<file path="config.mk">
export PLATFORM = sky130hd
export DESIGN_NAME = eoie_regfile
export DESIGN_NICKNAME = d
export VERILOG_FILES = /design/src/design/eoie_pkg.sv /design/src/design/eoie_ram.sv /design/src/design/eoie_regfile.sv
export SDC_FILE = /design/constraint.sdc
export NUM_CORES = 1
export LEC_CHECK = 0
export ABC_AREA = 1
export BUFFER_PORTS_ARGS = -buffer_cell sky130_fd_sc_hd__buf_4
export CAP_MARGIN = 20
export CORE_MARGIN = 8
export CORE_UTILIZATION = 56
export CTS_CLUSTER_SIZE = 25
export DETAILED_ROUTE_END_ITERATION = 12
export PLACE_DENSITY = 0.73
export SYNTH_ARGS = -nofsm -noshare
export SYNTH_HDL_FRONTEND = slang
export SYNTH_HIERARCHICAL = 1
export SYNTH_SLANG_ARGS = --single-unit
</file>
<file path="constraint.sdc">
create_clock -name clk_i -period 0.8 [get_ports clk_i]
set_input_delay 0.16 -clock clk_i [delete_from_list [all_inputs] [get_ports clk_i]]
set_output_delay 0.16 -clock clk_i [all_outputs]
set_load 0.02 [all_outputs]
</file>
<file path="src/design/eoie_pkg.sv">
// shared types, constants and field layout of the eight-op instruction executor
`default_nettype none
package eoie_pkg;

  localparam int unsigned MEM_WORDS = 65536;
  localparam int unsigned MEM_AW    = $clog2(MEM_WORDS);
  localparam int unsigned REG_COUNT = 8;
  localparam int unsigned REG_AW    = $clog2(REG_COUNT);
  localparam int unsigned XLEN      = 32;
  localparam int unsigned PC_W      = 16;

  localparam int unsigned IN_DATA_W  = 48;
  localparam int unsigned OUT_DATA_W = 144;

  localparam logic FUNC_LOAD = 1'b0;
  localparam logic FUNC_STEP = 1'b1;

  typedef enum logic [2:0] {
    OP_ADD  = 3'd0,
    OP_NOR  = 3'd1,
    OP_LW   = 3'd2,
    OP_SW   = 3'd3,
    OP_BEQ  = 3'd4,
    OP_JALR = 3'd5,
    OP_HALT = 3'd6,
    OP_NOOP = 3'd7
  } op_e;

  typedef enum logic [2:0] {
    ST_IDLE,
    ST_LDONE,
    ST_FETCH,
    ST_EXEC,
    ST_MEM
  } state_e;

  typedef struct packed {
    op_e               op;
    logic              rwe;
    logic [REG_AW-1:0] rwi;
    logic [XLEN-1:0]   rwv;
    logic              mwe;
    logic [MEM_AW-1:0] maddr;
    logic [XLEN-1:0]   mwv;
    logic [PC_W-1:0]   pc_next;
    logic              halt;
    logic              is_lw;
    logic              is_sw;
  } alu_res_t;

endpackage
`default_nettype wire

</file>
<file path="src/design/eoie_ram.sv">
// generic single-write, single-read synchronous ram with registered read data
`default_nettype none
module eoie_ram #(
  parameter int unsigned WIDTH = 32,
  parameter int unsigned DEPTH = 256
) (
  input  wire logic                     clk_i,
  input  wire logic                     we_i,
  input  wire logic [$clog2(DEPTH)-1:0] waddr_i,
  input  wire logic [WIDTH-1:0]         wdata_i,
  input  wire logic                     re_i,
  input  wire logic [$clog2(DEPTH)-1:0] raddr_i,
  output logic      [WIDTH-1:0]         rdata_o
);

  logic [WIDTH-1:0] mem_q [DEPTH];
  logic [WIDTH-1:0] rdata_q;

  always_ff @(posedge clk_i) begin
    if (we_i) begin
      mem_q[waddr_i] <= wdata_i;
    end
    if (re_i) begin
      rdata_q <= mem_q[raddr_i];
    end
  end

  assign rdata_o = rdata_q;

endmodule
`default_nettype wire

</file>
<file path="src/design/eoie_regfile.sv">
// eight-entry register file: two read ports over mirrored rams, valid bits give zero after reset
`default_nettype none
module eoie_regfile (
  input  wire logic                          clk_i,
  input  wire logic                          rst_ni,
  input  wire logic                          re_i,
  input  wire logic [eoie_pkg::REG_AW-1:0]   ra_addr_i,
  input  wire logic [eoie_pkg::REG_AW-1:0]   rb_addr_i,
  output logic      [eoie_pkg::XLEN-1:0]     ra_data_o,
  output logic      [eoie_pkg::XLEN-1:0]     rb_data_o,
  input  wire logic                          we_i,
  input  wire logic [eoie_pkg::REG_AW-1:0]   waddr_i,
  input  wire logic [eoie_pkg::XLEN-1:0]     wdata_i
);

  logic [eoie_pkg::REG_COUNT-1:0] vld_q;
  logic                           ra_vld_q;
  logic                           rb_vld_q;
  logic [eoie_pkg::XLEN-1:0]      ra_raw;
  logic [eoie_pkg::XLEN-1:0]      rb_raw;

  eoie_ram #(
    .WIDTH (eoie_pkg::XLEN),
    .DEPTH (eoie_pkg::REG_COUNT)
  ) u_ram_a (
    .clk_i   (clk_i),
    .we_i    (we_i),
    .waddr_i (waddr_i),
    .wdata_i (wdata_i),
    .re_i    (re_i),
    .raddr_i (ra_addr_i),
    .rdata_o (ra_raw)
  );

  eoie_ram #(
    .WIDTH (eoie_pkg::XLEN),
    .DEPTH (eoie_pkg::REG_COUNT)
  ) u_ram_b (
    .clk_i   (clk_i),
    .we_i    (we_i),
    .waddr_i (waddr_i),
    .wdata_i (wdata_i),
    .re_i    (re_i),
    .raddr_i (rb_addr_i),
    .rdata_o (rb_raw)
  );

  always_ff @(posedge clk_i or negedge rst_ni) begin
    if (!rst_ni) begin
      vld_q    <= '0;
      ra_vld_q <= 1'b0;
      rb_vld_q <= 1'b0;
    end else begin
      if (we_i) begin
        vld_q[waddr_i] <= 1'b1;
      end
      if (re_i) begin
        ra_vld_q <= vld_q[ra_addr_i];
        rb_vld_q <= vld_q[rb_addr_i];
      end
    end
  end

  assign ra_data_o = ra_vld_q ? ra_raw : '0;
  assign rb_data_o = rb_vld_q ? rb_raw : '0;

endmodule
`default_nettype wire

</file>
# Yosys cells after proc, flatten, opt, wreduce, memory -nomap -nowiden
# Memory sizes are Yosys's and may differ from the RTL's. A register that Yosys moved wholly into a read port is not among the register bits.
# Cells that the tools add are included.
[op_classes]
mux = 10
order_cmp = 4
n_bitwise = 1
reduce_logical = 1
[ops]
columns = ["cell", "count"]
rows = [
  ["$mux 32", 2],
  ["$lt 3x4->1 const B", 3],
  ["$or 8x8->8", 1],
  ["$bmux 1 s3", 2],
  ["$mux 1", 5],
  ["$demux 1 s3", 1],
  ["$ge 3x1->1 const B", 1],
  ["$logic_and 1x1->1", 1],
]
[word_totals]
out_inout_bits = 64
mem_bits_rw = 512
wordCells = 21
regBits = 10
memories = 2
input_bits = 45
[memory_table]
columns = ["memory", "depth", "word_bits", "rd", "rd_ports_with_merged_regs", "wr", "line", "rtl"]
rows = [
  ["u_ram_a.mem_q", 8, 32, 1, 1, 1, "eoie_ram.sv:16", "logic [WIDTH-1:0] mem_q [DEPTH];"],
  ["u_ram_b.mem_q", 8, 32, 1, 1, 1, "eoie_ram.sv:16", ""],
]

# Depth between registers and ports, before layout
[logic_depth]
word_depth = 5
ltp_mapped = 8
mapped_depth_nobuf = 6

# Hierarchy
# Netlist, hierarchy kept.
[by_module_without_submodules]
columns = ["module", "cells_per_inst", "seq_area_each_um2", "n_inst", "area_per_inst_um2"]
rows = [
  ["eoie_ram", 1156, 8648.3, 2, 12192.9],
  ["eoie_regfile", 210, 250.2, 1, 1043.5],
]

# Worst setup path before layout
# OpenSTA, ideal clock, no wires.
[synth_timing]
path_kind = "input port to flip-flop"
startpoint = "input port waddr_i[0] (netlist name)"
endpoint = "memory u_ram_b.mem_q[0][0], enable pin"
required_ns = 0.379
t_arrival_ns = 1.656
setup_ns = 0.421
stages = 3
path_slack_ns = -1.277
path_buffers = 0
cell_sequence = "inv_1 > nand2_1 > nor2_1"
[synth_lines]
columns = ["element", "line", "rtl"]
rows = [
  ["start, declared", "eoie_regfile.sv:12", "input wire logic [eoie_pkg::REG_AW-1:0] waddr_i,"],
  ["end, declared", "eoie_ram.sv:16", ""],
]
# No word-level cell before the write port.

# Worst setup path after layout
[layout_timing]
startpoint = "register rb_vld_q"
endpoint = "output port rb_data_o[16] (netlist name)"
[layout_via]
elab_chain_len = 1
[layout_lines]
columns = ["element", "line", "rtl"]
rows = [
  ["start, declared", "eoie_regfile.sv:18", "logic rb_vld_q;"],
  ["start signal, assigned", "eoie_regfile.sv:59", "rb_vld_q <= vld_q[rb_addr_i];"],
  ["$mux 32", "eoie_regfile.sv:65", "assign rb_data_o = rb_vld_q ? rb_raw : '0;"],
  ["end, declared", "eoie_regfile.sv:10", "output logic [eoie_pkg::XLEN-1:0] rb_data_o,"],
]
# Every way passes these cells.

==> impl_metrics.toml <==
[clock_tree]
clk_latency_ns = 0.61
cts_buffers = 57
clockBufferDepth = 3
cts_root_buf = "clkbuf_16"
clkSinkCount = 586
htreeDepth = 2
cts_tree = "done"
clk_pin_slew_worst_paths_ns = 0.06

[finish]
final_util_pct = 69.2
design_area_um2 = 31200
final_cells = 3375
layout_common_cells = "815 x nand2_1, 576 x edfxtp_1, 510 x inv_1"
fin_nets = 2774
antennaDiodeCount = 0
area_growth_pct = 22.6
multiInputGateArea_um2 = 5850
regArea_um2 = 17500
fill_cells = 3113
final_common_cell = "nand2_1"
drive_above_1_share_pct = 20.4

[place]
dp_hpwl_mm = 35.4
io_buffers = 108
pre_cts_ws_ns = -0.560
placed_area_um2 = 28300
dp.cells = 3225
gp_congestion = 0.816

[power]
p_switching_w = 0.0157
pwr-share-seq_pct = 52.1
intPower_w = 0.0522
total_power_w = 0.0680
ir_drop_mv = 1.93
leakage_nw = 14.3
comb_power_share_pct = 10.1
p_clk_share_pct = 37.8
swShare_pct = 23.1
powerDensity_nw_per_um2 = 2180

[worst_setup_path]
cp-end-kind = "output pin"
cp-start-kind = "flip-flop"
required_ns = 0.64
critPathMaxFanout = 17
arrival_ns = 1.59
path_class = "flip-flop to output pin"

[synth]
synth_cells = 2522
syn-cell-area_um2 = 25400
yosys_warnings = 6
yosysSeqAreaShare_pct = 69.0
synth_nets = 2567
ys_ff_latch = 586
synthDistinctLibCells = 14
avgSynthCellArea_um2 = 10.1

[global_routing]
grt_start_max_net_pins = 65
antenna_found_initial = 0
grt_usage_pct = 21.6
grt_pass1_wl_mm = 90.1
grt_pass1_vias = 17100
grt_overflow_total = 0

[sta]
slew_violations = 0
hold_violations = 0
layout_min_cycle_time_ns = 1.75
finalSetupViolations = 130
relSlewSlack_pct = 74.6
rsz0062_at_grt = "true"
tightest_slew_ns = 0.382
timing.final.ws_setup_ns = -0.953
fmax_mhz = 571
fin_skew_ns = 0.0214
period_share_pct = 219

[route]
wl_per_cell_um = 17.2
vias = 17100
via_per_inst = 5.06
antenna_left = 0
drt_iter0_drc = 1400
firstDrtPassIters = 5
finalWirelength_mm = 58.0
drcViolationCount = 0

[flow_run]
max_cap_viol_count = 0

[floorplanning]
die_w_um = 229
die_h_um = 229
core_um2 = 45100
die-area_um2 = 52500
num_io_pins = 109
initial_core_util_pct = 56.4
row_count = 78

[min_path]
worstHoldPathType = "primary input to flip-flop"

[run_status]
violations = "setup timing"
status = "finished with violations"
[critical path, stage by stage, from the launching register on]
cell and delay (ns):
dfrtp_2 0.53, buf_12 0.21, nand2_2 0.06, inv_2 0.05
buf_6 0.11
[flip-flops by register name, summed over array words and instances (netlist names)]
register         cells
ra_vld_q             1
u_ram_b/rdata_o     32
u_ram_a/rdata_o     32
vld_q                8
rb_vld_q             1
u_ram_b/mem_q      256
u_ram_a/mem_q      256
[metal layers]
| layer | share of wire [%] | track usage (%) | wire length, µm |
|---|---|---|---|
| met5 | 0 | 0 | 0 |
| met4 | 2.7 | 7.21 | 1590 |
| met3 | 6.2 | 3.30 | 3600 |
| met2 | 50 | 38.0 | 29200 |
| met1 | 41 | 27.0 | 23600 |
[synth_stat cells (all sizes together)]
library cell  instances  area, µm²
nand3b                2       15.0
inv                 604       2270
nand3               268       1340
dfrtp                10        250
edfxtp              576      17300
clkbuf               14       52.6
o21ai                 8       40.0
nor2                 16       60.1
nand2               934       3510
buf                  90        601
[final timing paths]
path,start,endpoint,slack (ns),cells after the start
max in group asynchronous,rst_ni,rb_vld_q,0.21,3
min in group asynchronous,rst_ni,vld_q[1],0.44,3
hold / removal,waddr_i[2],vld_q[4],0.02,3
hold reg to reg,vld_q[3],vld_q[3],0.48,2
setup reg to reg,ra_vld_q,ra_vld_q,-0.28,5
setup / recovery,rb_vld_q,rb_data_o[16],-0.95,4
[power by group through the flow]
stage / combinational, W / sequential [W] / clock, W
3_3_place_gp: 0.00598 / 0.0360 / 0
6_report: 0.00686 / 0.0354 / 0.0257
5_1_grt: 0.00747 / 0.0355 / 0.0273
2_1_floorplan: 0.00384 / 0.0359 / 0
4_1_cts: 0.00646 / 0.0354 / 0.0262
3_5_place_dp: 0.00616 / 0.0360 / 0
[area by class of cell]
cell class | instances | area share (%)
Clock buffer | 69 | 4.72
Clock inverter | 36 | 1.01
Inverter | 604 | 7.72
Multi-Input combinational cell | 1228 | 18.8
Sequential cell | 586 | 56.3
Tap cell | 600 | 2.41
Timing Repair Buffer | 252 | 9.09
[metrics by stage]
stage / setup TNS [ns] / hold WS, ns
finish: -71.09 / 0.0180
global route: -78.83 / 0.0161
CTS: -70.83 / -0.0132
detailed placement: -303.08 / -0.00786
global placement: -294.58 / -0.0120
floorplan: -199.29 / -0.136
[kinds of logic after synthesis]
group,Yosys count,synth area share [%]
compound gates,8,0.157
buf+inv,708,11.5
flops,586,69.0
simple gates,1220,19.4
[what timing repair did]
action                                  in CTS  in global routing
buffers inserted                             2                  5
pin swaps                                  163                115
hold buffers                                36                  0
gates cloned                                 0                  2
gates resized for setup                     49                140
hold endpoints to repair                   533                  0
endpoints found under the setup margin     130                133
(Power assumes the default switching activity.)
