$ cat src/design/eoie_pkg.sv
// shared types, constants and field layout of the eight-op instruction executor
`default_nettype none
package eoie_pkg;

  localparam int unsigned MEM_WORDS = 65536;
  localparam int unsigned MEM_AW    = $clog2(MEM_WORDS);
  localparam int unsigned REG_COUNT = 8;
  localparam int unsigned REG_AW    = $clog2(REG_COUNT);
  localparam int unsigned XLEN      = 32;
  localparam int unsigned PC_W      = 16;

  localparam int unsigned IN_DATA_W  = 48;
  localparam int unsigned OUT_DATA_W = 144;

  localparam logic FUNC_LOAD = 1'b0;
  localparam logic FUNC_STEP = 1'b1;

  typedef enum logic [2:0] {
    OP_ADD  = 3'd0,
    OP_NOR  = 3'd1,
    OP_LW   = 3'd2,
    OP_SW   = 3'd3,
    OP_BEQ  = 3'd4,
    OP_JALR = 3'd5,
    OP_HALT = 3'd6,
    OP_NOOP = 3'd7
  } op_e;

  typedef enum logic [2:0] {
    ST_IDLE,
    ST_LDONE,
    ST_FETCH,
    ST_EXEC,
    ST_MEM
  } state_e;

  typedef struct packed {
    op_e               op;
    logic              rwe;
    logic [REG_AW-1:0] rwi;
    logic [XLEN-1:0]   rwv;
    logic              mwe;
    logic [MEM_AW-1:0] maddr;
    logic [XLEN-1:0]   mwv;
    logic [PC_W-1:0]   pc_next;
    logic              halt;
    logic              is_lw;
    logic              is_sw;
  } alu_res_t;

endpackage
`default_nettype wire

$ cat src/design/eoie_alu.sv
// instruction decode and execute: register results, memory address, next pc
`default_nettype none
module eoie_alu (
  input  wire logic [eoie_pkg::XLEN-1:0] instr_i,
  input  wire logic [eoie_pkg::XLEN-1:0] ra_val_i,
  input  wire logic [eoie_pkg::XLEN-1:0] rb_val_i,
  input  wire logic [eoie_pkg::PC_W-1:0] pc_i,
  output eoie_pkg::alu_res_t             res_o
);

  logic [eoie_pkg::REG_AW-1:0] ra_idx;
  logic [eoie_pkg::REG_AW-1:0] rb_idx;
  logic [eoie_pkg::REG_AW-1:0] rd_idx;
  logic [eoie_pkg::XLEN-1:0]   off;
  logic [eoie_pkg::XLEN-1:0]   ea;
  logic [eoie_pkg::PC_W-1:0]   pc_inc;
  eoie_pkg::op_e               op;

  assign ra_idx = instr_i[21:19];
  assign rb_idx = instr_i[18:16];
  assign rd_idx = instr_i[2:0];
  assign off    = {{16{instr_i[15]}}, instr_i[15:0]};
  assign ea     = ra_val_i + off;
  assign pc_inc = pc_i + 16'd1;
  assign op     = eoie_pkg::op_e'(instr_i[24:22]);

  always_comb begin
    res_o         = '0;
    res_o.op      = op;
    res_o.maddr   = ea[eoie_pkg::MEM_AW-1:0];
    res_o.pc_next = pc_inc;
    case (op)
      eoie_pkg::OP_ADD: begin
        res_o.rwe = 1'b1;
        res_o.rwi = rd_idx;
        res_o.rwv = ra_val_i + rb_val_i;
      end
      eoie_pkg::OP_NOR: begin
        res_o.rwe = 1'b1;
        res_o.rwi = rd_idx;
        res_o.rwv = ~(ra_val_i | rb_val_i);
      end
      eoie_pkg::OP_LW: begin
        res_o.rwe   = 1'b1;
        res_o.rwi   = rb_idx;
        res_o.is_lw = 1'b1;
      end
      eoie_pkg::OP_SW: begin
        res_o.mwe   = 1'b1;
        res_o.mwv   = rb_val_i;
        res_o.is_sw = 1'b1;
      end
      eoie_pkg::OP_BEQ: begin
        if (ra_val_i == rb_val_i) begin
          res_o.pc_next = pc_inc + off[eoie_pkg::PC_W-1:0];
        end
      end
      eoie_pkg::OP_JALR: begin
        res_o.rwe     = 1'b1;
        res_o.rwi     = rb_idx;
        res_o.rwv     = eoie_pkg::XLEN'(pc_inc);
        res_o.pc_next = (ra_idx == rb_idx) ? pc_inc : ra_val_i[eoie_pkg::PC_W-1:0];
      end
      eoie_pkg::OP_HALT: begin
        res_o.halt = 1'b1;
      end
      default: begin
      end
    endcase
  end

endmodule
`default_nettype wire

$ cat config.mk
export PLATFORM = sky130hd
export DESIGN_NAME = eoie_alu
export DESIGN_NICKNAME = d
export VERILOG_FILES = /design/src/design/eoie_pkg.sv /design/src/design/eoie_alu.sv
export SDC_FILE = /design/constraint.sdc
export NUM_CORES = 1
export LEC_CHECK = 0
export BUFFER_PORTS_ARGS = -buffer_cell sky130_fd_sc_hd__clkbuf_2
export CORE_UTILIZATION = 47
export DETAILED_ROUTE_END_ITERATION = 6
export PLACE_DENSITY_LB_ADDON = 0.05
export SKIP_LAST_GASP = 1
export SLEW_MARGIN = 20
export SYNTH_ARGS = -nofsm -noshare
export SYNTH_HDL_FRONTEND = slang
export SYNTH_SLANG_ARGS = --single-unit
$ cat constraint.sdc
create_clock -name vclk -period 3.72
set_input_delay 0.744 -clock vclk [all_inputs]
set_output_delay 0.744 -clock vclk [all_outputs]
set_load 0.02 [all_outputs]
* After elaboration in Yosys (flattened, before gate mapping) *
Cells that the tools add are included.

storage, ports and cells
  output and inout bits = 107
  logic and storage cells = 26
  bits in registers = 0

cells by class
  bitwise logic cells = 2
  reduce and logical (&&, ||, !) cells = 3
  mux-type cells = 9
  add/subtract/negate cells = 4
  eq/ne operators = 8

operators by type and width
  cell                     number
  $pmux W32 S3             1
  $add A16 B16 Y16         2
  $add A32 B32 Y32         1
  $eq A32 B32 Y1           1
  $mux W16                 2
  $mux W32                 1
  $not A32 Y32             1
  $or A32 B32 Y32          1
  $pmux W16 S2             1
  $add A16 B1 Y16 const B  1
  $eq A3 B3 Y1 const B     3
  $pmux W4 S2              1
  $eq A3 B2 Y1 const B     2
  $reduce_or A2 Y1         2
  $eq A3 B1 Y1 const B     1
  $eq A3 B3 Y1             1
  $logic_not A3 Y1         1
  $mux W1                  3

* Longest topological paths before layout *
  depth after elaboration = 4
  mapped depth = 15

* Worst setup path after synthesis *
Ideal clock, no wire load.

  path kind = input port to output port
  from = input pc_i[0] (netlist name)
  to = output res_o[18] (netlist name)
  cell stages on the path = 14
  data arrival time = 3.340 ns
  setup slack = -0.364 ns
  data required time = 2.976 ns
  cells stage by stage = ha_1 nand3_1 nor2_1 nand3_1 xor2_1 inv_1 ha_1 a21o_1 and3_1 a41oi_1 a31oi_1 xor2_1 and3b_1 o221ai_1

RTL lines
  what                RTL line       source
  start: declaration  eoie_alu.sv:7  input wire logic [eoie_pkg::PC_W-1:0] pc_i,
  end: declaration    eoie_alu.sv:8  output eoie_pkg::alu_res_t res_o

==> out/summary.md <==
Measured against the total synthesized area, the mux share comes to 0.792%. The pre-antenna-repair detailed-routing pass consisted of 5 iterations. The worst path needs 4.18 ns of the cycle, external delays included. Each instance of the synthesized netlist takes up on average 6.61 sq um.

Counting instances in the post-synthesis netlist gives the leading cell types as sky130_fd_sc_hd__inv_1, sky130_fd_sc_hd__ha_1, sky130_fd_sc_hd__nand2_1, sky130_fd_sc_hd__a21oi_1, sky130_fd_sc_hd__nor2_1. The clock network accounts for 0% of the total power. The tools report the DRC violations left as 0. Registers take 0 sq um.

The run gives -0.461 ns as the setup slack of the critical path after layout. The hold path depth was 4. Dividing the detail-routed via count by the number of cells gives 5.79.

The initial utilization of the core area, before any placement, comes to 48.1%. The horizontal die dimension came out at 107 um. The HPWL after detailed placement is 15.5 mm. Dividing the detail-routed wire length by the instance count gives 17.4 um. In this run the cell area of the synthesized design comes to 5210 sq um.

The final reports fail on setup timing. The required arrival time at the worst endpoint is 2.98 ns, and the final cycle utilization of the critical path is 112%. The last weighted congestion value of the routability-driven placer was 0.946.

The die boundary height was 107 um; the sequential fraction of the synthesis area was 0%. The compound-gate portion of the synthesized area is 30.3%, and the parity-gate share of the synthesized area counting xor and xnor cells is 11.6%. The area growth from synthesis to layout was 73.5%. STA classifies the critical path startpoint as an input pin. The synthesized netlist devotes 24.2% of its cell area to adder and majority cells.

Setup violations remaining at the end of the flow were counted as 12. The sequential cell count of the final layout was 0; the total net switching power was 0.848 mW. After floorplanning, the core was sized to cover 10,800 sq um. Ranked by total cell area, the synthesized netlist is headed by sky130_fd_sc_hd__ha_1, sky130_fd_sc_hd__inv_1, sky130_fd_sc_hd__xnor2_1. The launch instance of the worst min-delay path was rb_val_i[31]. In the finished layout, the clock tree contains a buffer count of 0. For the leakage component of the power, the log shows 4.53 nW. The number of antenna-violating nets in the routed design came out at 0. Derived from the worst setup path, the maximum achievable clock frequency is 0.239 GHz.

The count of yosys warnings during synthesis is 0. Entering global routing, the biggest net connects 58 pins. The tools report the capturing element type of the critical path as an output port.

The setup path with the least slack is of type input pin to output port. For this block, the via count after detailed routing is 7,487. The combined global-route utilization of all metal layers came out at 32.5%. Max-cap violations in this run came to 0. The overall power consumption was 1.58 mW; the number of instances in the synthesized netlist was 788. Setup repair after global routing could not meet its margin everywhere.

For this block, the routed nets add up to 22.5 mm of wire. Port buffering added 212 buffers. The run finished, with violations left. The overflow left after global routing was 0. The share of total power dissipated in combinational logic is 100.0%. In this run, flip-flops and latches consume 0% of the power.

The number of rows in the core area is 38. Violation count after the first detailed-routing iteration: 555. The tools report the filler cell count as 699. The min-delay analysis places its worst path in the category input pin to output port. The tools report the number of buffers added to fix hold violations after cts as 0.

The final layout contains 1,366 nets. By area, the combinational part of the netlist is dominated by compound AO/OA/AOI/OAI gates. In this run the worst path has a maximum fanout of 4. Cell internal power was estimated by the tool at 0.728 mW. For the via count of the first global-routing pass, the log shows 6,376. The netlist uses 69 different library cells.

The share of the synthesized area in the top cell type works out to 23.0%. The post-synthesis cell type with the largest combined area was sky130_fd_sc_hd__ha_1. In the post-synthesis netlist, the cell with the most instances is sky130_fd_sc_hd__inv_1. The run gives 0 as the total count of hold-check failures in the final report. The fraction of layout instances using a drive strength above 1 works out to 49.3%.

The placed instances occupy a cell area of 7620 sq um. The run gives 30.4 mm as the wire length of the first global-routing pass. For the worst setup path, the data arrival time is 3.44 ns. The net count after synthesis came out at 999.

The path with the worst hold slack has its endpoint at res_o[50]. The number of slew-limit violations in the final report was 0; the relative max-transition margin was 48.3%. The switching fraction of total power is 53.8%. VDD sags by at most 0.161 mV.

The overall die area was 11,500 sq um. The number of antenna violations at the first check in global routing was 0. The diode insertion count for antenna repair is 0, and the total power per unit cell area is 174 nW/um^2. The run gives 219 as the number of placed I/O pins.

For the pin with the worst max-slew slack, the measured transition is 0.775 ns. Final non-filler cell area: 9040 sq um. Of the total synthesized cell area, the portion taken by AND, OR, NAND and NOR gates is 22.5%.
-- what timing repair did --
item / in CTS / in global routing
pin swaps: 50 / 82
gates cloned: 0 / 0
setup endpoints to repair: 28 / 34
gates resized for setup: 79 / 215
buffers inserted: 14 / 16
-- logic make-up after synthesis --
| kind of cell | count (synthesis) |
|---|---|
| AOI/OAI and AO/OA | 231 |
| buffers and inverters | 142 |
| adders and majority gates | 99 |
| xor gates and xnor gates | 69 |
| and+or+nand+nor | 243 |
| muxes | 4 |
-- worst max path at each step --
| stage | startpoint | to | slack (ns) |
|---|---|---|---|
| floorplan | pc_i[0] | res_o[15] | -0.05 |
| global placement | pc_i[0] | res_o[18] | -0.45 |
| detailed placement | pc_i[0] | res_o[18] | -0.47 |
| CTS | pc_i[1] | res_o[18] | -0.45 |
| global route | pc_i[1] | res_o[18] | -0.62 |
| finish | pc_i[1] | res_o[15] | -0.46 |
-- power by group through the flow --
| stage | logic, mW | registers [mW] | clock network (mW) |
|---|---|---|---|
| CTS | 1.36 | 0 | 0 |
| global placement | 1.25 | 0 | 0 |
| global route | 1.68 | 0 | 0 |
| floorplan | 0.756 | 0 | 0 |
| detailed placement | 1.26 | 0 | 0 |
| finish | 1.58 | 0 | 0 |
-- worst max-delay path, stage by stage --
cell and delay (ns):
sky130_fd_sc_hd__buf_8 0.10, sky130_fd_sc_hd__ha_4 0.17, sky130_fd_sc_hd__buf_6 0.12, sky130_fd_sc_hd__xnor2_4 0.18, sky130_fd_sc_hd__inv_2 0.06, sky130_fd_sc_hd__ha_4 0.22, sky130_fd_sc_hd__nor2b_1 0.12, sky130_fd_sc_hd__o21a_1 0.18
sky130_fd_sc_hd__o311a_1 0.36, sky130_fd_sc_hd__o211ai_1 0.32, sky130_fd_sc_hd__nand2_1 0.15, sky130_fd_sc_hd__a31oi_1 0.20, sky130_fd_sc_hd__xor2_1 0.22, sky130_fd_sc_hd__o221ai_2 0.11, sky130_fd_sc_hd__clkbuf_2 0.16
-- stage by stage --
step,hold WS [ns],util (%),TNS (ns),cells,worst slack (ns)
finish,1.81,83.4,-3.15,1293,-0.461
global route,1.83,83.4,-4.56,1293,-0.620
CTS,1.82,75.2,-2.17,1281,-0.450
detailed placement,1.82,70.3,-4.21,1267,-0.475
global placement,1.82,70.2,-4.07,1267,-0.447
floorplan,1.60,-,-0.0801,788,-0.0469
-- cell type report --
type / count / area, sq um / share of cell area, %
inverter: 102 / 413 / 4.57
timing repair buffer: 405 / 2790 / 30.8
multi-input combinational: 646 / 5670 / 62.7
tap: 140 / 175 / 1.94
-- layer usage --
| metal | track usage [%] | wire [um] | up-vias |
|---|---|---|---|
| li1 | - | - | 3513 |
| met1 | 44.2 | 9300 | 3490 |
| met2 | 55.8 | 10800 | 409 |
| met3 | 1.27 | 1460 | 75 |
| met4 | 8.71 | 962 | 0 |
| met5 | 0 | 0 | - |
-- cells in the final DEF (no fill, tap or decap), types with 29 or more instances in the layout --
| cell | n |
|---|---|
| sky130_fd_sc_hd__buf_4 | 194 |
| sky130_fd_sc_hd__clkbuf_2 | 175 |
| sky130_fd_sc_hd__inv_1 | 77 |
| sky130_fd_sc_hd__ha_1 | 61 |
| sky130_fd_sc_hd__nand2_1 | 60 |
| sky130_fd_sc_hd__nor2_1 | 50 |
| sky130_fd_sc_hd__a21oi_1 | 48 |
| sky130_fd_sc_hd__nor3_1 | 43 |
| sky130_fd_sc_hd__xnor2_1 | 33 |
| sky130_fd_sc_hd__ha_4 | 30 |
| sky130_fd_sc_hd__a21o_1 | 29 |
No activity file was read; power rests on OpenSTA's default activity.
